**src/rtl/core/esd_pkg.sv**
```systemverilog
package esd_pkg;

   localparam int unsigned CharWidth = 21;
   localparam int unsigned CodeWidth = 32;

   typedef struct packed {
      logic [CharWidth-1:0] char_in;
      logic                 is_last;
   } esd_req_type;

   typedef struct packed {
      logic                 char_valid;
      logic [CodeWidth-1:0] code_out;
      logic                 end_of_string;
   } esd_rsp_type;

   typedef logic [1:0] esd_phase_type;

   localparam esd_phase_type PHASE_TEXT = 2'd0;
   localparam esd_phase_type PHASE_ESC  = 2'd1;
   localparam esd_phase_type PHASE_HEX  = 2'd2;

   localparam logic [CharWidth-1:0] CH_BACKSLASH = 21'h00005C;
   localparam logic [CharWidth-1:0] CH_U         = 21'h000075;
   localparam logic [CharWidth-1:0] CH_B         = 21'h000062;
   localparam logic [CharWidth-1:0] CH_F         = 21'h000066;
   localparam logic [CharWidth-1:0] CH_N         = 21'h00006E;
   localparam logic [CharWidth-1:0] CH_R         = 21'h000072;
   localparam logic [CharWidth-1:0] CH_T         = 21'h000074;
   localparam logic [CharWidth-1:0] CH_E         = 21'h000065;
   localparam logic [CharWidth-1:0] CH_ZERO      = 21'h000030;
   localparam logic [CharWidth-1:0] CH_LOWER_A   = 21'h000061;
   localparam logic [CharWidth-1:0] CH_LOWER_Z   = 21'h00007A;
   localparam logic [CharWidth-1:0] CH_UPPER_A   = 21'h000041;
   localparam logic [CharWidth-1:0] CH_UPPER_Z   = 21'h00005A;

   localparam logic [CodeWidth-1:0] CODE_BS  = 32'h08;
   localparam logic [CodeWidth-1:0] CODE_FF  = 32'h0C;
   localparam logic [CodeWidth-1:0] CODE_LF  = 32'h0A;
   localparam logic [CodeWidth-1:0] CODE_CR  = 32'h0D;
   localparam logic [CodeWidth-1:0] CODE_TAB = 32'h09;
   localparam logic [CodeWidth-1:0] CODE_ESC = 32'h1B;
   localparam logic [CodeWidth-1:0] CODE_NUL = 32'h00;

   function automatic logic [CodeWidth-1:0] escape_value(input logic [CharWidth-1:0] c);
      logic [CodeWidth-1:0] v;
      unique case (c)
         CH_B:    v = CODE_BS;
         CH_F:    v = CODE_FF;
         CH_N:    v = CODE_LF;
         CH_R:    v = CODE_CR;
         CH_T:    v = CODE_TAB;
         CH_E:    v = CODE_ESC;
         CH_ZERO: v = CODE_NUL;
         default: v = {{(CodeWidth-CharWidth){1'b0}}, c};
      endcase
      return v;
   endfunction

   // letters count from a/A plus 10, anything else from '0' with wraparound
   function automatic logic [CodeWidth-1:0] digit_value(input logic [CharWidth-1:0] c);
      logic [CodeWidth-1:0] cw;
      logic [CodeWidth-1:0] v;
      cw = {{(CodeWidth-CharWidth){1'b0}}, c};
      if (c >= CH_LOWER_A && c <= CH_LOWER_Z) begin
         v = cw - {{(CodeWidth-CharWidth){1'b0}}, CH_LOWER_A} + 32'd10;
      end else if (c >= CH_UPPER_A && c <= CH_UPPER_Z) begin
         v = cw - {{(CodeWidth-CharWidth){1'b0}}, CH_UPPER_A} + 32'd10;
      end else begin
         v = cw - {{(CodeWidth-CharWidth){1'b0}}, CH_ZERO};
      end
      return v;
   endfunction

endpackage

```
**src/rtl/core/escape_sequence_decoder.sv**
```systemverilog
// Channel  | Ports                            | Direction
// ---------+----------------------------------+----------
// request  | req_valid, req_ready, req_data   | in
// response | rsp_valid, rsp_ready, rsp_data   | out
//
// One character per cycle sustained while rsp_ready stays high; each transaction
// is held in the input register, then in the result register that drives the response.
// The decode state updates when a character moves from the input register
// into the result register, so a stalled response holds the state too.
// Synchronous reset empties both registers and returns the decode state to
// normal text. While a response waits, an empty input register takes one
// transaction and then holds it until the response is taken.
module escape_sequence_decoder (
   input  logic                 clock,
   input  logic                 reset,
   input  logic                 req_valid,
   output logic                 req_ready,
   input  esd_pkg::esd_req_type req_data,
   output logic                 rsp_valid,
   input  logic                 rsp_ready,
   output esd_pkg::esd_rsp_type rsp_data
);
   import esd_pkg::*;

   logic                 in_valid_ff;
   esd_req_type          in_data_ff;
   logic                 out_valid_ff, out_valid_in;
   esd_rsp_type          out_data_ff, out_data_in;

   esd_phase_type        phase_ff, phase_in;
   logic [1:0]           left_ff, left_in;
   logic [CodeWidth-1:0] acc_ff, acc_in;

   logic                 advance;
   logic [CodeWidth-1:0] term;
   logic [CodeWidth-1:0] hex_sum;

   assign advance   = in_valid_ff && (!out_valid_ff || rsp_ready);
   assign req_ready = !in_valid_ff || advance;
   assign rsp_valid = out_valid_ff;
   assign rsp_data  = out_data_ff;

   assign term    = digit_value(in_data_ff.char_in) << {left_ff, 2'b00};
   assign hex_sum = acc_ff + term;

   always_comb begin
      phase_in = phase_ff;
      left_in  = left_ff;
      acc_in   = acc_ff;
      out_data_in.char_valid    = 1'b0;
      out_data_in.code_out      = '0;
      out_data_in.end_of_string = in_data_ff.is_last;

      unique case (phase_ff)
         PHASE_ESC: begin
            if (in_data_ff.char_in == CH_U) begin
               phase_in = PHASE_HEX;
               left_in  = 2'd3;
               acc_in   = '0;
               out_data_in.char_valid = in_data_ff.is_last;
            end else begin
               phase_in = PHASE_TEXT;
               out_data_in.char_valid = 1'b1;
               out_data_in.code_out   = escape_value(in_data_ff.char_in);
            end
         end
         PHASE_HEX: begin
            if (left_ff == 2'd0 || in_data_ff.is_last) begin
               out_data_in.char_valid = 1'b1;
               out_data_in.code_out   = hex_sum;
               phase_in = PHASE_TEXT;
               left_in  = 2'd0;
               acc_in   = '0;
            end else begin
               acc_in  = hex_sum;
               left_in = left_ff - 2'd1;
            end
         end
         default: begin
            // unused phase code behaves as normal text
            phase_in = PHASE_TEXT;
            if (in_data_ff.char_in == CH_BACKSLASH) begin
               phase_in = PHASE_ESC;
            end else begin
               out_data_in.char_valid = 1'b1;
               out_data_in.code_out   = {{(CodeWidth-CharWidth){1'b0}}, in_data_ff.char_in};
            end
         end
      endcase

      if (in_data_ff.is_last) begin
         phase_in = PHASE_TEXT;
         left_in  = 2'd0;
         acc_in   = '0;
      end

      out_valid_in = advance || (out_valid_ff && !rsp_ready);
   end

   always_ff @(posedge clock) begin
      if (reset) begin
         in_valid_ff  <= 1'b0;
         out_valid_ff <= 1'b0;
         phase_ff     <= PHASE_TEXT;
         left_ff      <= 2'd0;
         acc_ff       <= '0;
      end else begin
         if (req_ready) begin
            in_valid_ff <= req_valid;
         end
         out_valid_ff <= out_valid_in;
         if (advance) begin
            phase_ff <= phase_in;
            left_ff  <= left_in;
            acc_ff   <= acc_in;
         end
      end
   end

   always_ff @(posedge clock) begin
      if (req_valid && req_ready) begin
         in_data_ff <= req_data;
      end
      if (advance) begin
         out_data_ff <= out_data_in;
      end
   end

   a_last_clears_state: assert property (@(posedge clock) disable iff (reset)
      advance && in_data_ff.is_last |=> phase_ff == PHASE_TEXT && left_ff == 2'd0
                                         && acc_ff == '0)
      else $error("decode state not cleared after end of string");

   a_idle_hex_clear: assert property (@(posedge clock) disable iff (reset)
      phase_ff != PHASE_HEX |-> acc_ff == '0 && left_ff == 2'd0)
      else $error("hex state live outside a hex escape");

   a_invalid_code_zero: assert property (@(posedge clock) disable iff (reset)
      out_valid_ff && !out_data_ff.char_valid |-> out_data_ff.code_out == '0)
      else $error("code unit nonzero on a response without a character");

   a_no_drop: assert property (@(posedge clock) disable iff (reset)
      in_valid_ff && !advance |=> in_valid_ff && $stable(in_data_ff))
      else $error("held transaction lost from input register");

endmodule

```
**config.mk**
```make
export PLATFORM = sky130hd
export DESIGN_NAME = escape_sequence_decoder
export DESIGN_NICKNAME = d
export VERILOG_FILES = /design/src/rtl/core/esd_pkg.sv /design/src/rtl/core/escape_sequence_decoder.sv
export SDC_FILE = /design/constraint.sdc
export NUM_CORES = 1
export LEC_CHECK = 0
export BUFFER_PORTS_ARGS = -buffer_cell sky130_fd_sc_hd__buf_2
export CORE_ASPECT_RATIO = 0.75
export CORE_MARGIN = 5
export CORE_UTILIZATION = 50
export DETAILED_ROUTE_END_ITERATION = 8
export MAX_ROUTING_LAYER = met4
export PLACE_DENSITY = 0.7
export SETUP_SLACK_MARGIN = 0.1
export SYNTH_ARGS = -nofsm -noshare
export SYNTH_HDL_FRONTEND = slang
export SYNTH_SLANG_ARGS = --single-unit
```
**constraint.sdc**
```tcl
create_clock -name clock -period 5.6 [get_ports clock]
set_clock_uncertainty 0.1 [all_clocks]
set_input_delay 1.12 -clock clock [delete_from_list [all_inputs] [get_ports clock]]
set_output_delay 1.12 -clock clock [all_outputs]
set_load 0.05 [all_outputs]
```
==> results of run 1 <==
==> critical path: stages, from the launching register on <==
cell	delay (ns)
edfxtp_1	0.40
inv_2	0.07
ha_4	0.19
buf_4	0.15
nor4b_2	0.15
buf_4	0.15
or2_2	0.34
o211a_1	0.28
nor3_1	0.30
nand2_1	0.11
a21oi_2	0.21
buf_4	0.21
o21bai_1	0.18
mux2i_1	0.19
ha_1	0.45
nand3_1	0.12
or2_2	0.32
a311oi_2	0.26
o2111ai_1	0.16
nand2_1	0.15
a21o_1	0.18
a311oi_2	0.11
xor2_1	0.20
o41ai_2	0.31
==> layer usage <==
layer  vias up  GRT usage (%)
li1       3705              -
met5         -              -
met4         0          6.233
met1      3557          41.05
met3        43          5.182
met2       401          34.36
==> Yosys cell counts (12+ instances only) <==
| master | count |
|---|---|
| dfxtp_1 | 38 |
| clkbuf_1 | 51 |
| inv_1 | 21 |
| a21oi_1 | 77 |
| edfxtp_1 | 56 |
| ha_1 | 45 |
| xor2_1 | 29 |
| nor2b_1 | 15 |
| nor3_1 | 31 |
| nand3_1 | 17 |
| a22oi_1 | 12 |
| mux2i_1 | 17 |
| nand2b_1 | 13 |
| a22o_1 | 15 |
| o211ai_1 | 12 |
| nand2_1 | 83 |
| xnor2_1 | 32 |
| o21ai_0 | 40 |
| nor2_1 | 97 |
| a21o_1 | 25 |
==> flip-flops by register name, indices dropped and copies added (netlist names) <==
signal,cells
acc_ff,32
in_data_ff,22
in_valid_ff,1
left_ff,2
phase_ff,2
rsp_data,34
rsp_valid,1
==> cells in the final DEF (no fill, tap or decap), types with 8 or more instances in the layout <==
cell and instances:
nor2_1 94, o21ai_0 25, clkbuf_16 9, a22o_1 15, a21o_1 25, a22oi_1 12
nor3_1 30, nor4_1 8, o31a_1 9, xor2_1 29, dfxtp_1 38, and2_1 9
buf_4 108, inv_1 17, mux2i_1 16, nand2_1 82, nand2b_1 12, a31oi_1 9
o211ai_1 12, o21ai_1 12, nand4_1 11, buf_2 61, a21oi_1 62, nor2b_1 14
a21oi_2 14, edfxtp_1 56, o21ai_2 10, ha_1 38, buf_6 9, xnor2_1 32
and3_1 10, o21bai_1 9, nand3_1 15
==> metrics by stage <==
| step | hold WS [ns] | std cells |
|---|---|---|
| 2_1_floorplan | 0.3244 | 927 |
| 3_3_place_gp | 0.3763 | 1233 |
| 4_1_cts | 0.4010 | 1251 |
| 3_5_place_dp | 0.3834 | 1233 |
| 6_report | 0.4034 | 1268 |
| 5_1_grt | 0.4422 | 1268 |
==> worst min path at each step <==
stage                     cells after the start  slack, ns     endpoint     startpoint
after floorplan                               0       0.32  rsp_data[0]  in_data_ff[0]
after global placement                        2       0.38    acc_ff[4]      acc_ff[4]
after detailed placement                      2       0.38    acc_ff[4]      acc_ff[4]
after CTS                                     2       0.40    acc_ff[4]      acc_ff[4]
after global routing                          2       0.44    acc_ff[4]      acc_ff[4]
final                                         2       0.40    acc_ff[4]      acc_ff[4]
==> layout make-up <==
type,count,area [µm²]
Multi-Input combinational cell,752,5389
Clock inverter,6,62.56
Inverter,23,88.84
Fill cell,1294,5490
Timing Repair Buffer,178,1217
Clock buffer,10,229.0
Tap cell,205,256.5
Sequential cell,94,2442
==> timing repair <==
action,in CTS,in global routing
hold buffers,0,0
gates cloned,0,0
setup buffers,2,17
pin swaps,3,37
gates resized for setup,12,98
setup endpoints to repair,15,30
==> power breakdown <==
part | total, mW | switching, mW | internal (mW)
logic | 0.423 | 0.266 | 0.157
clock network | 0.619 | 0.275 | 0.345
registers | 0.768 | 0.0115 | 0.757
total | 1.81 | 0.552 | 1.26
==> cells by family (layout without fill, tap and decap cells) <==
group                      count (synthesis)  count (layout)  share of synthesized area (%)
and+or+nand+nor                          338             338                          22.05
AOI/OAI and AO/OA                        287             287                          25.02
DFF                                       94              94                          31.63
buffers and inverters                     81             217                          4.181
xor gates and xnor gates                  61              61                          6.919
adders and majority gates                 46              46                          7.551
muxes                                     20              20                          2.641
==> results.toml, run 1 <==
[place]
io_buffers = 61
place_congestion = 1.000
place_area_um2 = 8801
dp_hpwl_um = 17590
place_ws_ns = -0.1332

[setup_path]
rr_worst_depth = 23
startpoint_type = "register"
setup.worst_path.end = "acc_ff[30]"
worstSetupPathType = "register to register"
cp.required_ns = 5.77
r2r-end = "acc_ff[30]"
endpoint_kind = "register"
r2r_slack_ns = 0.21
startpoint = "in_data_ff[2]"
timing.rr.start = "in_data_ff[2]"
path_max_fanout = 7
cp.arrival_ns = 5.56

[timing]
tightest_slew_ns = 1.223
max-slew-margin-rel_pct = 18.13
worst_slack_ns = 0.2076
max_freq_mhz = 185.4
timing_hold_violations_final = 0
finalSetupViolations = 0
finalCritPeriodShare_pct = 96.29
min_period_ns = 5.392
slew_viol_final = 0
fin_setup_tns_ns = 0
rsz0062_at_grt = "yes"

[global_route]
grt_pass1_wl_um = 37090
grt.overflow.total = 0
track_usage_pct = 26.29
grt_max_degree = 61
grt_pass1_vias = 6767
antenna_found_initial = 0

[cts]
path_clk_slew_ns = 0.07
cts_tree = "yes"
cts_root_buf = "clkbuf_16"
clk_latency_ns = 0.37
h-tree-depth = 3
cts_inserted_buffers = 9
clock_sinks = 94
clockBufferDepth = 2

[worst_hold_path]
hold_class = "register to register"

[floorplanning]
fp.dieW_um = 153.5
die_area_um2 = 18050
io_pins = 62
die_height_um = 117.6
core_um2 = 15180
start_util_pct = 50.88
row_count = 39

[layout]
num_antenna_cells = 0
nets = 1130
syn2layout_area_growth_pct = 25.44
drive_above_1_share_pct = 26.81
final_core_util_pct = 63.82
fin_area_um2 = 9686

[routing]
top_layer_used = "met4"
dr.pass1.iters = 6
ant_nets = 0
routedWlPerCell_um = 19.16
vias_per_cell = 6.077
first_iter_violations = 911
wl_um = 24300
dr_wl_met2_um = 9804
met1_length_um = 11660
drc = 0
vias = 7706
dr_wl_met3_um = 2389

[synth]
synth_area_per_cell_um2 = 8.329
syn_inst = 927
synth_ff_type = "edfxtp_1"
syn_area_um2 = 7721
synth_area_leaders = "edfxtp_1 (22%), dfxtp_1 (9.9%), ha_1 (7.3%)"
synth.distinct_cells = 80
ys_seq_area_share_pct = 31.63
syn_nets = 999
yosysWarnings = 0
synth_edf_count = 56
synth_top_area_share_pct = 21.78
async_flop_share_pct = 0
ys_ff_latch = 94
synth_top_area_cell = "edfxtp_1"

[pwr]
ir_worst_vdd_uv = 142.5
p_total_mw = 1.811
p_leak_nw = 3.939
powerDensity_nw_per_um2 = 187.0

[status]
outcome = "complete, no violations"

[run]
cap_violations = 0
No activity file was read; power rests on OpenSTA's default activity.
==> run 2, diff against run 1 <==
--- a/config.mk
+++ b/config.mk
@@ -9,6 +9,7 @@
 export CORE_ASPECT_RATIO = 0.75
 export CORE_MARGIN = 5
 export CORE_UTILIZATION = 50
+export CTS_BUF_LIST = sky130_fd_sc_hd__clkbuf_4 sky130_fd_sc_hd__clkbuf_8 sky130_fd_sc_hd__clkbuf_16
 export DETAILED_ROUTE_END_ITERATION = 8
 export MAX_ROUTING_LAYER = met4
 export PLACE_DENSITY = 0.7
==> run 2 against run 1 <==
Net effect:
- maximum frequency increased by 0.23%
- total power up 0.19%
- routed wire length about the same
- via count unchanged
- global-route usage hardly changed
- final area about the same
- flip-flop and latch count unchanged
- die area unchanged
- sequential power about the same
- count of clock-buffer cells in the layout is the same
- combinational power about the same
- first-iteration DRC count shrank 7.1%
- highest routed layer unchanged
==> results.toml, run 2 (synthesis gave the netlist of run 1 again) <==
[status]
outcome = "complete, no violations"

[layout]
num_antenna_cells = 0
syn2layout_area_growth_pct = 25.49
nets = 1130
largest_register_ffs = 34
layout_common_cells = "buf_4 (108), nor2_1 (94), nand2_1 (82)"
layout_commonest_cell = "buf_4"
regArea_um2 = 2442
final_core_util_pct = 63.85
multi_input_area_um2 = 5389
nFillCells = 1294
drive_above_1_share_pct = 26.90

[cts]
h-tree-depth = 3
cts_tree = "yes"
clockBufferDepth = 2
cts_inserted_buffers = 9
cts_root_buf = "clkbuf_16"
cts_hold_buf = 0
clk_latency_ns = 0.37
path_clk_slew_ns = 0.07
clock_sinks = 94

[global_route]
grt_pass1_vias = 6765
grt_pass1_wl_um = 37070
grt_max_degree = 61
track_usage_pct = 26.28
antenna_found_initial = 0
grt.overflow.total = 0

[routing]
vias_per_cell = 6.077
ant_nets = 0
vias = 7706
routedWlPerCell_um = 19.18
first_iter_violations = 846
drc = 0
dr.pass1.iters = 5
wl_um = 24320

[worst_hold_path]
hp-start = "acc_ff[4]"
worstHoldEndpoint = "acc_ff[4]"
hold_class = "register to register"
hold_depth = 2

[floorplanning]
row_count = 39
core_um2 = 15180
start_util_pct = 50.88
fp.dieW_um = 153.5
die_area_um2 = 18050
die_height_um = 117.6
io_pins = 62

[timing]
tightest_slew_ns = 1.254
min_period_ns = 5.380
max_freq_mhz = 185.9
fin_setup_tns_ns = 0
rsz0062_at_grt = "yes"
max-slew-margin-rel_pct = 16.07
finalSetupViolations = 0
timing_hold_violations_final = 0
slew_viol_final = 0
finalCritPeriodShare_pct = 96.07

[setup_path]
r2r_slack_ns = 0.22
worstSetupPathType = "register to register"
startpoint_type = "register"
rr_worst_depth = 23
r2r-end = "acc_ff[30]"
cp.required_ns = 5.76
timing.rr.start = "in_data_ff[2]"
cp.arrival_ns = 5.55
path_max_fanout = 7
endpoint_kind = "register"

[run]
cap_violations = 0

[place]
dp_hpwl_um = 17590
io_buffers = 61
place_congestion = 1.000

[pwr]
p_leak_nw = 3.942
powerDensity_nw_per_um2 = 187.2
ir_worst_vdd_uv = 142.2
==> run 2: cell count changes in the layout (fill, tap and decap cells not counted) <==
| cell | delta |
|---|---|
| clkbuf_1 | -1 |
| clkbuf_4 | +1 |
==> run 2: metrics by stage <==
stage                     total power [mW]  instance area [µm²]  hold slack [ns]  std cells  setup WS [ns]
after floorplan                      1.031                 7721           0.3244        927         0.2175
after detailed placement             1.158                 8801           0.3834       1233        -0.1332
final                                1.814                 9689           0.4043       1268         0.2198
after global placement               1.158                 8801           0.3763       1233        -0.1086
after global routing                 1.885                 9689           0.4425       1268       -0.05545
after CTS                            1.778                 9143           0.4010       1251        0.09659
==> run 2: routing by layer <==
| layer | routed length [µm] | global-route usage (%) | vias to the layer above |
|---|---|---|---|
| li1 | - | - | 3709 |
| met1 | 11730 | 41.07 | 3577 |
| met2 | 9888 | 34.31 | 379 |
| met3 | 2303 | 5.182 | 41 |
| met4 | 397 | 6.233 | 0 |
| met5 | 0 | - | - |
==> run 2: worst max path at each step <==
stage                             start  slack (ns)  cells past startpoint            to
after floorplan           in_data_ff[5]        0.22                     24    acc_ff[25]
after global placement    in_data_ff[2]       -0.11                     23    acc_ff[25]
after detailed placement  in_data_ff[2]       -0.13                     23    acc_ff[25]
after CTS                 in_data_ff[2]         0.1                     23    acc_ff[25]
after global routing      in_data_ff[2]       -0.06                     26  rsp_data[32]
final                     in_data_ff[2]        0.22                     23    acc_ff[30]
==> run 2: worst max-delay path, cell delays in order (launching register included) <==
cell	delay (ns)
edfxtp_1	0.40
inv_2	0.08
ha_4	0.19
buf_4	0.15
nor4b_2	0.15
buf_4	0.15
or2_2	0.34
o211a_1	0.28
nor3_1	0.30
nand2_1	0.11
a21oi_2	0.21
buf_4	0.21
o21bai_1	0.17
mux2i_1	0.18
ha_1	0.45
nand3_1	0.12
or2_2	0.32
a311oi_2	0.26
o2111ai_1	0.16
nand2_1	0.14
a21o_1	0.18
a311oi_2	0.11
xor2_1	0.20
o41ai_2	0.32
==> run 2: repair_timing <==
| action | CTS | global route |
|---|---|---|
| setup buffers | 2 | 17 |
| pin swaps | 3 | 37 |
| cloned | 0 | 0 |
| gates resized for setup | 12 | 98 |
| setup endpoints to repair | 15 | 30 |
| endpoints found under the hold margin | 0 | 0 |
==> run 2: power breakdown <==
| part | switching (mW) | internal (mW) | leakage [nW] |
|---|---|---|---|
| Combinational | 0.266 | 0.157 | 2.97 |
| Clock | 0.273 | 0.349 | 0.140 |
| Sequential | 0.0115 | 0.757 | 0.830 |
| Total | 0.550 | 1.26 | 3.94 |
==> run 2: final cells by class <==
| cell class | instances | share of cell area, % |
|---|---|---|
| Clock buffer | 10 | 2.402 |
| Clock inverter | 6 | 0.6457 |
| Sequential cell | 94 | 25.21 |
| Tap cell | 205 | 2.647 |
| Multi-Input combinational cell | 752 | 55.62 |
| Inverter | 23 | 0.9168 |
| Timing Repair Buffer | 178 | 12.56 |
==> run 3, diff against run 2 <==
--- a/config.mk
+++ b/config.mk
@@ -5,14 +5,15 @@
 export SDC_FILE = /design/constraint.sdc
 export NUM_CORES = 1
 export LEC_CHECK = 0
-export BUFFER_PORTS_ARGS = -buffer_cell sky130_fd_sc_hd__buf_2
 export CORE_ASPECT_RATIO = 0.75
 export CORE_MARGIN = 5
 export CORE_UTILIZATION = 50
 export CTS_BUF_LIST = sky130_fd_sc_hd__clkbuf_4 sky130_fd_sc_hd__clkbuf_8 sky130_fd_sc_hd__clkbuf_16
 export DETAILED_ROUTE_END_ITERATION = 8
+export DONT_BUFFER_PORTS = 1
+export GPL_ROUTABILITY_DRIVEN = 0
 export MAX_ROUTING_LAYER = met4
-export PLACE_DENSITY = 0.7
+export PLACE_DENSITY = 0.67
 export SETUP_SLACK_MARGIN = 0.1
 export SYNTH_ARGS = -nofsm -noshare
 export SYNTH_HDL_FRONTEND = slang
==> run 3 against run 2 <==
Net effect:
- final area is 0.88% lower
- sequential power is 5.6% higher
- first-iteration DRC count grew 8.6%
- highest routed layer unchanged
- sequential share of layout area is 0.22 points higher
- global-route usage decreased by 0.77 points
- setup slack got worse by 0.0059 ns
- via count decreased by 2.4%
- core utilization fell by 0.56 points
- total power is 0.27% lower
- count of clock-buffer cells in the layout down 1
==> results.toml, run 3 (synthesis gave the netlist of run 1 again) <==
[timing]
rsz0062_at_grt = "yes"
finalSetupViolations = 0
worst_slack_ns = 0.2140
finalCritPeriodShare_pct = 96.18
tightest_slew_ns = 1.217
max-slew-margin-rel_pct = 18.57
whs_ns = 0.4009
slew_viol_final = 0
timing_hold_violations_final = 0
min_period_ns = 5.386
fin_setup_tns_ns = 0
max_freq_mhz = 185.7

[routing]
wl_um = 24080
ant_nets = 0
vias = 7522
vias_per_cell = 6.181
dr.pass1.iters = 6
drc = 0
first_iter_violations = 919
routedWlPerCell_um = 19.79

[floorplanning]
core_um2 = 15180
io_pins = 62
die_area_um2 = 18050
die_height_um = 117.6
row_count = 39
fp.dieW_um = 153.5
start_util_pct = 50.88

[global_route]
antenna_found_initial = 0
grt_pass1_wl_um = 36410
grt_max_degree = 61
grt_pass1_vias = 6648
grt.overflow.total = 0
track_usage_pct = 25.51

[cts]
h-tree-depth = 3
cts_hold_buf = 0
clk_latency_ns = 0.35
cts_root_buf = "clkbuf_16"
path_clk_slew_ns = 0.08
clockBufferDepth = 2
cts_tree = "yes"
cts_inserted_buffers = 9
clock_sinks = 94

[place]
io_buffers = 0
place_inst = 1168
place_area_um2 = 8466
place_ws_ns = -0.06850
dp_hpwl_um = 17000

[layout]
num_antenna_cells = 0
syn2layout_area_growth_pct = 24.39
largest_register_ffs = 34
nets = 1079
final_core_util_pct = 63.29
nFillCells = 1274
multi_input_area_um2 = 5545
layout_commonest_cell = "buf_4"
drive_above_1_share_pct = 25.30
fin_cells = 1217
layout_common_cells = "buf_4 (119), nor2_1 (95), nand2_1 (81)"
fin_area_um2 = 9604
regArea_um2 = 2442

[run]
cap_violations = 0

[setup_path]
worstSetupPathType = "register to register"
endpoint_kind = "register"
rr_worst_depth = 22
path_max_fanout = 9
startpoint_type = "register"
cp.required_ns = 5.69
cp.arrival_ns = 5.48

[pwr]
p_clk_share_pct = 34.3
power.switching_uw = 552.9
p_leak_nw = 3.785
comb_power_share_pct = 20.9
switching_share_pct = 30.56
powerDensity_nw_per_um2 = 188.4
ir_worst_vdd_uv = 158.0
p_int_mw = 1.256
p_total_mw = 1.809
pwr-share-seq_pct = 44.8

[status]
outcome = "complete, no violations"

[worst_hold_path]
hold_class = "register to register"
hold_depth = 2
run 3: cell types whose count changed in the layout (fill, tap and decap cells not counted), sizes merged:
cell / change
buf: -51
clkbuf: -1
clkinv: +2
clkinvlp: -1
run 3: worst paths after layout:
kind	start	endpoint	slack (ns)
worst min-delay path	acc_ff[0]	acc_ff[0]	0.40
worst min register to register	acc_ff[0]	acc_ff[0]	0.40
worst max register to register	in_data_ff[2]	rsp_data[32]	0.21
worst max-delay path	in_data_ff[2]	rsp_data[32]	0.21
run 3: layout make-up:
class                   count  area share (%)
multi-input cells         752           57.74
flip-flops and latches     94           25.43
repair buffers            127           10.24
well taps                 205           2.671
clock buffers               9           2.345
inverters                  23          0.8989
clock inverters             7          0.6774
run 3: worst max-delay path, stage by stage, from the launching register on:
cell	delay (ns)
edfxtp_1	0.41
buf_6	0.16
or4_4	0.59
o31a_1	0.36
a21oi_2	0.12
o22a_1	0.14
nand4_1	0.17
buf_4	0.22
o311ai_4	0.29
nand3_2	0.15
nand2b_4	0.16
o211ai_1	0.14
mux2i_2	0.18
ha_1	0.34
o21ai_1	0.12
nand2b_1	0.11
nor3b_1	0.16
nor2_1	0.15
nand2_1	0.08
o41a_1	0.35
or3_4	0.36
a31o_1	0.24
a21oi_2	0.11
run 3: power groups by stage:
| stage | Combinational [mW] | Clock [mW] | Sequential, mW |
|---|---|---|---|
| 2_1_floorplan | 0.208 | 0 | 0.823 |
| 3_3_place_gp | 0.306 | 0 | 0.826 |
| 4_1_cts | 0.310 | 0.626 | 0.812 |
| 5_1_grt | 0.402 | 0.659 | 0.814 |
| 6_report | 0.377 | 0.621 | 0.811 |
| 3_5_place_dp | 0.307 | 0 | 0.826 |
run 3: repair_timing:
item	in CTS	in global routing
pin swaps	2	59
buffers inserted	1	32
cloned	0	0
setup endpoints to repair	10	30
gates resized for setup	8	134
run 3: routing by layer:
metal  global-route usage [%]  up-vias  wire length, µm
met2                    34.09      384             9916
met3                    4.998       29             2198
li1                         -     3602                -
met1                    39.72     3507            11600
met5                        -        -                0
met4                    4.854        0              362
